--- src/design/bmhq_pkg.sv ---
// Shared types, codes and constants of the binary max-heap priority queue.
package bmhq_pkg;

  localparam int DEPTH_DEF     = 1024;
  localparam int KEY_WIDTH_DEF = 64;
  localparam int CAP_W         = 11;
  localparam int POS_W         = 11;
  localparam int SLOT_W        = 10;
  localparam int KEY_OUT_W     = 64;
  localparam int KEY_IN_W      = 64;
  localparam logic [CAP_W-1:0] CAP_RESET = CAP_W'(1024);

  typedef enum logic [1:0] {
    OP_PUSH    = 2'd0,
    OP_EXTRACT = 2'd1,
    OP_DELETE  = 2'd2
  } op_e;

  typedef enum logic [1:0] {
    ST_OK      = 2'd0,
    ST_FULL    = 2'd1,
    ST_EMPTY   = 2'd2,
    ST_BAD_POS = 2'd3
  } status_e;

  typedef enum logic [2:0] {
    RD_ROOT,
    RD_LAST,
    RD_POS,
    RD_PARENT,
    RD_LEFT,
    RD_RIGHT
  } rd_sel_e;

  typedef enum logic [1:0] {
    WR_KEY,
    WR_RDATA,
    WR_PICK
  } wr_sel_e;

  typedef enum logic [2:0] {
    NODE_HOLD,
    NODE_COUNT,
    NODE_ZERO,
    NODE_POS,
    NODE_PARENT,
    NODE_PICK
  } node_sel_e;

  typedef struct packed {
    logic [1:0]                 operation;
    logic signed [KEY_IN_W-1:0] key_in;
    logic [POS_W-1:0]           delete_position;
  } bmhq_req_t;

  typedef struct packed {
    status_e                     status;
    logic signed [KEY_OUT_W-1:0] key_out;
    logic [SLOT_W-1:0]           final_slot;
  } bmhq_res_t;

  // controller -> datapath
  typedef struct packed {
    logic      load_in;
    logic      rd_en;
    rd_sel_e   rd_sel;
    logic      wr_en;
    wr_sel_e   wr_sel;
    node_sel_e node_sel;
    logic      key_load_rdata;
    logic      rem_load;
    logic      left_load;
    logic      cnt_inc;
    logic      cnt_dec;
    logic      res_load;
    status_e   res_status;
    logic      res_key_rem;
    logic      res_slot_node;
  } bmhq_cmd_t;

  // datapath -> controller
  typedef struct packed {
    logic full;
    logic empty;
    logic bad_pos;
    logic idx_last;
    logic moved_lt_rem;
    logic at_root;
    logic parent_lt_key;
    logic no_left;
    logic has_right;
    logic key_lt_pick;
  } bmhq_flags_t;

endpackage

--- src/design/bmhq_ctrl.sv ---
// Sequencer of the heap queue: request decode, sift-up and sift-down walks.
module bmhq_ctrl
  import bmhq_pkg::*;
(
  input  logic        clk_i,
  input  logic        rst_ni,
  input  logic        start,
  input  logic [1:0]  operation_i,
  input  bmhq_flags_t flags_i,
  output bmhq_cmd_t   cmd_o,
  output logic        busy,
  output logic        res_valid_o
);

  typedef enum logic [3:0] {
    S_IDLE,
    S_CHECK,
    S_EX_ROOT,
    S_EX_LAST,
    S_DL_KEY,
    S_DL_LAST,
    S_UP_RD,
    S_UP_CMP,
    S_DN_L,
    S_DN_R,
    S_DN_C
  } state_e;

  state_e     state_q, state_d;
  logic [1:0] op_q, op_d;
  logic       res_valid_q;
  logic       fin;
  status_e    fin_st;
  logic       fin_key;
  logic       fin_slot;
  logic       sift_key;
  logic       sift_slot;

  // sift results: push reports the slot, extract reports key and slot, delete the key
  assign sift_key  = (op_q != OP_PUSH);
  assign sift_slot = (op_q != OP_DELETE);

  always_comb begin
    state_d  = state_q;
    op_d     = op_q;
    fin      = 1'b0;
    fin_st   = ST_OK;
    fin_key  = 1'b0;
    fin_slot = 1'b0;
    cmd_o    = '0;
    cmd_o.rd_sel   = RD_ROOT;
    cmd_o.wr_sel   = WR_KEY;
    cmd_o.node_sel = NODE_HOLD;

    case (state_q)
      S_IDLE: begin
        if (start) begin
          cmd_o.load_in = 1'b1;
          op_d          = operation_i;
          state_d       = S_CHECK;
        end
      end
      S_CHECK: begin
        case (op_q)
          OP_PUSH: begin
            if (flags_i.full) begin
              fin    = 1'b1;
              fin_st = ST_FULL;
            end else begin
              cmd_o.node_sel = NODE_COUNT;
              cmd_o.cnt_inc  = 1'b1;
              state_d        = S_UP_RD;
            end
          end
          OP_EXTRACT: begin
            if (flags_i.empty) begin
              fin    = 1'b1;
              fin_st = ST_EMPTY;
            end else begin
              cmd_o.rd_en  = 1'b1;
              cmd_o.rd_sel = RD_ROOT;
              state_d      = S_EX_ROOT;
            end
          end
          OP_DELETE: begin
            if (flags_i.bad_pos) begin
              fin    = 1'b1;
              fin_st = ST_BAD_POS;
            end else begin
              cmd_o.rd_en    = 1'b1;
              cmd_o.rd_sel   = RD_POS;
              cmd_o.node_sel = NODE_POS;
              state_d        = S_DL_KEY;
            end
          end
          default: begin
            fin = 1'b1;
          end
        endcase
      end
      S_EX_ROOT: begin
        cmd_o.rem_load = 1'b1;
        cmd_o.rd_en    = 1'b1;
        cmd_o.rd_sel   = RD_LAST;
        state_d        = S_EX_LAST;
      end
      S_EX_LAST: begin
        cmd_o.key_load_rdata = 1'b1;
        cmd_o.cnt_dec        = 1'b1;
        cmd_o.node_sel       = NODE_ZERO;
        state_d              = S_DN_L;
      end
      S_DL_KEY: begin
        cmd_o.rem_load = 1'b1;
        cmd_o.rd_en    = 1'b1;
        cmd_o.rd_sel   = RD_LAST;
        state_d        = S_DL_LAST;
      end
      S_DL_LAST: begin
        cmd_o.key_load_rdata = 1'b1;
        cmd_o.cnt_dec        = 1'b1;
        // removing the last entry only shrinks the heap
        if (flags_i.idx_last) begin
          fin     = 1'b1;
          fin_key = 1'b1;
        end else if (flags_i.moved_lt_rem) begin
          state_d = S_DN_L;
        end else begin
          state_d = S_UP_RD;
        end
      end
      S_UP_RD: begin
        if (flags_i.at_root) begin
          cmd_o.wr_en  = 1'b1;
          cmd_o.wr_sel = WR_KEY;
          fin          = 1'b1;
          fin_key      = sift_key;
          fin_slot     = sift_slot;
        end else begin
          cmd_o.rd_en  = 1'b1;
          cmd_o.rd_sel = RD_PARENT;
          state_d      = S_UP_CMP;
        end
      end
      S_UP_CMP: begin
        cmd_o.wr_en = 1'b1;
        if (flags_i.parent_lt_key) begin
          // move the parent down into the hole, advance upward
          cmd_o.wr_sel   = WR_RDATA;
          cmd_o.node_sel = NODE_PARENT;
          state_d        = S_UP_RD;
        end else begin
          cmd_o.wr_sel = WR_KEY;
          fin          = 1'b1;
          fin_key      = sift_key;
          fin_slot     = sift_slot;
        end
      end
      S_DN_L: begin
        if (flags_i.no_left) begin
          cmd_o.wr_en  = 1'b1;
          cmd_o.wr_sel = WR_KEY;
          fin          = 1'b1;
          fin_key      = sift_key;
          fin_slot     = sift_slot;
        end else begin
          cmd_o.rd_en  = 1'b1;
          cmd_o.rd_sel = RD_LEFT;
          state_d      = S_DN_R;
        end
      end
      S_DN_R: begin
        cmd_o.left_load = 1'b1;
        cmd_o.rd_en     = flags_i.has_right;
        cmd_o.rd_sel    = RD_RIGHT;
        state_d         = S_DN_C;
      end
      S_DN_C: begin
        cmd_o.wr_en = 1'b1;
        if (flags_i.key_lt_pick) begin
          // move the larger child up into the hole, advance downward
          cmd_o.wr_sel   = WR_PICK;
          cmd_o.node_sel = NODE_PICK;
          state_d        = S_DN_L;
        end else begin
          cmd_o.wr_sel = WR_KEY;
          fin          = 1'b1;
          fin_key      = sift_key;
          fin_slot     = sift_slot;
        end
      end
      default: begin
        state_d = S_IDLE;
      end
    endcase

    if (fin) begin
      cmd_o.res_load      = 1'b1;
      cmd_o.res_status    = fin_st;
      cmd_o.res_key_rem   = fin_key;
      cmd_o.res_slot_node = fin_slot;
      state_d             = S_IDLE;
    end
  end

  always_ff @(posedge clk_i or negedge rst_ni) begin
    if (!rst_ni) begin
      state_q     <= S_IDLE;
      op_q        <= '0;
      res_valid_q <= 1'b0;
    end else begin
      state_q     <= state_d;
      op_q        <= op_d;
      res_valid_q <= fin;
    end
  end

  assign busy        = (state_q != S_IDLE);
  assign res_valid_o = res_valid_q;

`ifndef SYNTH
  a_strobe_after_work: assert property (@(posedge clk_i) disable iff (!rst_ni)
    res_valid_o |-> ($past(busy) && !busy))
    else $error("result strobe without a finished request");

  a_accept_goes_busy: assert property (@(posedge clk_i) disable iff (!rst_ni)
    (start && !busy) |=> (busy && !res_valid_o))
    else $error("accepted request did not start work");

  a_single_port: assert property (@(posedge clk_i) disable iff (!rst_ni)
    !(cmd_o.rd_en && cmd_o.wr_en))
    else $error("store read and write in the same cycle");
`endif

endmodule

--- config.mk ---
export PLATFORM = sky130hd
export DESIGN_NAME = bmhq_ctrl
export DESIGN_NICKNAME = d
export VERILOG_FILES = /design/src/design/bmhq_pkg.sv /design/src/design/bmhq_ctrl.sv
export SDC_FILE = /design/constraint.sdc
export NUM_CORES = 1
export LEC_CHECK = 0
export ABC_AREA = 1
export ABC_CLOCK_PERIOD_IN_PS = 3650
export BUFFER_PORTS_ARGS = -buffer_cell sky130_fd_sc_hd__buf_2
export CAP_MARGIN = 20
export CORE_MARGIN = 2
export CORE_UTILIZATION = 25
export DETAILED_ROUTE_END_ITERATION = 8
export GPL_ROUTABILITY_DRIVEN = 0
export GPL_TIMING_DRIVEN = 0
export SETUP_SLACK_MARGIN = 0.1
export SLEW_MARGIN = 0
export SYNTH_ARGS = -nofsm -noshare
export SYNTH_HDL_FRONTEND = slang
export SYNTH_SLANG_ARGS = --single-unit
--- constraint.sdc ---
create_clock -name clk_i -period 3.65 [get_ports clk_i]
set_input_delay 0.73 -clock clk_i [delete_from_list [all_inputs] [get_ports clk_i]]
set_output_delay 0.73 -clock clk_i [all_outputs]
set_load 0.05 [all_outputs]
==> Word level (Yosys, flattened, before mapping) <==
Index checks and enable logic that the tools add are counted.
{ "classes": {"eq_ne": 23, "n_mux": 64, "reduce_logical": 8} }
{ "ops": {"columns": ["cell", "n"], "rows": [
  ["4-bit two-way mux", 15],
  ["4-bit one-hot mux with 11 select lines", 1],
  ["1-bit two-way mux", 27],
  ["3-bit one-hot mux with 4 select lines", 2],
  ["4-bit one-hot mux with 5 select lines", 1],
  ["3-bit inequality test, second input constant", 6],
  ["4-bit by 3-bit == test with 1-bit output, second input constant", 4],
  ["4-bit == test, second input constant", 3],
  ["3-bit two-way mux", 4],
  ["4-bit inequality test, second input constant", 3],
  ["4-bit one-hot mux with 3 select lines", 1],
  ["2-bit two-way mux", 5],
  ["10-bit AND reduction", 1],
  ["4-bit by 2-bit == test with 1-bit output, second input constant", 2],
  ["4-bit one-hot mux with 2 select lines", 1],
  ["1-bit one-hot mux with 6 select lines", 1],
  ["2-bit one-hot mux with 3 select lines", 1],
  ["5-bit two-way mux", 1],
  ["5-bit by 2-bit inequality test with 1-bit output, second input constant", 1],
  ["1-bit one-hot mux with 5 select lines", 1],
  ["4-bit by 1-bit == test with 1-bit output, second input constant", 1],
  ["4-bit logical NOT", 1],
  ["1-bit one-hot mux with 4 select lines", 1],
  ["2-bit one-hot mux with 2 select lines", 1],
  ["other kinds (9)", 10]
]} }
{ "totals": {"ff_bits": 7, "inputBits": 15, "output_inout_bits": 23} }

==> Depth between registers and ports, before layout <==
{ "logic_depth": {"word_depth": 5, "mapped_depth": 9, "mapped_depth_nobuf": 9} }

==> Worst setup path after synthesis <==
OpenSTA, ideal clock, no wires.
{ "synth_path": {"path_kind": "reg-to-output", "start": "register op_q[0]", "end": "output cmd_o[10] (netlist bit)", "arrival_ns": 2.393, "t_required_ns": 2.920, "path_slack_ns": 0.527, "stages_incl_launch_ff": 6, "path_buffers": 0, "path_cell_list": "dfrtp_1 inv_1 ha_1 inv_1 nor3_1 nand3b_1"} }
{ "synth_rtl": {"columns": ["element", "line", "text"], "rows": [
  ["from (decl)", "bmhq_ctrl.sv:30", "logic [1:0] op_q, op_d;"],
  ["from (signal assigned)", "bmhq_ctrl.sv:213", "op_q <= op_d;"],
  ["to (decl)", "bmhq_ctrl.sv:10", "output bmhq_cmd_t cmd_o,"]
]} }

==> metrics <==
IO Pins 38; CP required 2.92 ns; crit path DAT 1.89 ns; TritonCTS clock tree done; synthesis-to-finish area growth 32.0%; fin worst setup slack 1.03 ns; CTS buffer count 3; row cnt 20; Post-Layout Inst Area between 1000 and 1500 µm²; share of cells above drive strength 1 35.0%; setup TNS 0 ns; status finished clean; top cells by area, synth dfrtp_1 21%, nand2_1 14%, nor2_1 9.5%; clk sinks 7; Die Wd slightly above 60 µm; Synth Register Bits 7; root buf cell clkbuf_4; Place WS between 1 and 1.5 ns; first-pass GRT wire length 3660 µm; most common cell after layout, fill and taps aside buf_2; Fmax achieved 381 MHz; worst-case reg-to-reg path depth 8; PwrDens between 800 and 900 nW/µm²; Slew @ Worst Pin 0.268 ns; Fin Clk Skew 0.00199 ns; router iterations before antenna repair 4; die area between 3000 and 4000 µm²; All-Layer GR Usage about an eighth; library cells used by synthesis 22; Hold Fails Final Rpt 0; routed len/inst 9.87 µm; ANT nets after route 0; commonest non-fill, non-tap cells in the layout 37 x buf_2, 32 x nand2_1, 21 x nor2_1; combinational share of power 78.5%; HP Class primary input to async pin; Max rail drop VDD between 0.3 and 0.4 mV; register area share after synthesis 21.1%; CP peak stage delay 0.39 ns; CTS Buffer Depth 2; Core Area slightly above 3000 µm²; final-report setup violation count 0; Overflow after GRT 0; Synth Warn # 0; port bufs 37; crit path kind flip-flop to primary output; vias in the first global route approximately 850; unrepaired setup endpoints after global routing false; drt total wl 2210 µm; Mean Syn Cell Area 5.99 µm²; post-synth top area cell dfrtp_1; DPL Wire Length 1920 µm; sw frac 63.6%; Vias ~960; # diodes 0; nets about 200; switching pwr 0.616 mW; Pleak between 0.7 and 0.8 nW; Yosys top cell area share 21.1%; Worst Path Max Fanout 4; initial antenna violation count 0; max_cap viols 0; Worst setup EP type primary output; Clock power frac 6.8%; Initial Util 26.8%; max_slew headroom between 80 and 90%; post-synthesis cell count approximately 140; Via-to-Cell Ratio 4.28; WHS just over 0.3 ns; max-slew violation count 0; Post-CTS Repair Setup Buffers 0; H-tree depth 1; DR iter-0 viols 31; Cell Int Power 0.353 mW; syn nets 160; Mapped Area 832 µm²; Tcrit/Tclk final 71.9%; Clock Pin Slew Worst Setup and Hold Paths 0.05 ns; cts hold-fix bufs 0; Remaining DRCs 0; pin count of the biggest net entering global routing 8; CP Cell Sequence inv_1 -> ha_1 -> nand2_1 -> nand2_1 -> o21ai_1 -> nand2_2 -> nor2_4 -> inv_2 -> buf_4 -> buf_2; post-place instance area ~1100 µm²; Seq pwr share 14.7%; most frequent CP cell nand2_1; fin crit period 2.62 ns; post-cts sizing count 0; Slowest cell on crit path dfrtp_1; Die Ht about 62 µm; worst skew pair latency roughly 0.24 ns; critical path startpoint category flip-flop
-- path summary, 6_finish.rpt --
path                                        start                     end  slack, ns
max                           op_q[0]$_DFFE_PN0P_                cmd_o[4]       1.03
min                                        rst_ni   res_valid_o$_DFF_PN0_       0.31
max reg2reg                   op_q[0]$_DFFE_PN0P_  state_q[2]$_DFFE_PN0P_       2.09
min reg2reg                state_q[0]$_DFFE_PN0P_  state_q[0]$_DFFE_PN0P_       0.63
max in group asynchronous                  rst_ni     op_q[1]$_DFFE_PN0P_       3.19
min in group clk_i         state_q[0]$_DFFE_PN0P_  state_q[0]$_DFFE_PN0P_       0.63
-- cell type report --
class                   count  area (µm²)
repair buffers             37         185
inverters                  25        93.8
multi-input cells         105         548
plain buffers               2        15.0
fillers                   367        2000
flip-flops and latches      7         175
clock buffers               4        26.3
well taps                  44        55.1
-- power groups by stage --
stage	Sequential, mW	Clock, mW	Combinational (mW)
final	0.142	0.0654	0.761
after floorplan	0.150	0	0.597
after detailed placement	0.144	0	0.764
after global routing	0.148	0.0759	0.840
after CTS	0.143	0.0682	0.767
after global placement	0.144	0	0.768
-- flip-flops by register name, indices dropped and copies added (netlist names) --
register / cells
op_q: 2
res_valid_o: 1
state_q: 4
-- routing by layer --
layer / up-vias / GRT usage (%) / wire length (µm)
met3: 2 / 1.86 / 131
met4: 0 / 2.74 / 7
met5: - / 0 / 0
met1: 409 / 18.6 / 1090
li1: 522 / - / -
met2: 26 / 19.7 / 977
-- worst max-delay path, delay by kind of cell, from the launching register on --
family / cells / cell delay, ns
flops: 1 / 0.39
fa+ha+maj: 1 / 0.23
compound gates: 1 / 0.16
buf+inv: 4 / 0.49
simple gates: 4 / 0.37
-- kinds of logic after synthesis --
group,count (synthesis),share of synthesized area [%]
and+or+nand+nor,85,47.5
DFF,7,21.1
adders and majority gates,6,9.02
AOI/OAI and AO/OA,14,9.32
buffers and inverters,27,13.1
-- synthesized netlist by cell type --
library cell  number
nor3_1             2
o21ai_1            4
dfrtp_1            7
nand4_1            4
inv_2              9
nor2_1            21
or2_1              1
a31o_2             1
nor2_2             5
nand2_2            3
a211oi_1           1
nand3_2            1
nand2_1           32
nand3_1           13
o21ai_0            4
o22ai_1            1
buf_4              2
a21oi_1            3
ha_1               6
inv_1             16
nand3b_1           1
nor2_4             2
-- per-stage QoR --
stage	power [mW]	utilization, %	instances
6_report	0.968	35.4	224
5_1_grt	1.06	35.4	224
4_1_cts	0.978	35.4	224
3_5_place_dp	0.908	34.6	220
3_3_place_gp	0.911	34.6	220
2_1_floorplan	0.746	-	139
Note: power is estimated with default switching activity, not from simulation.
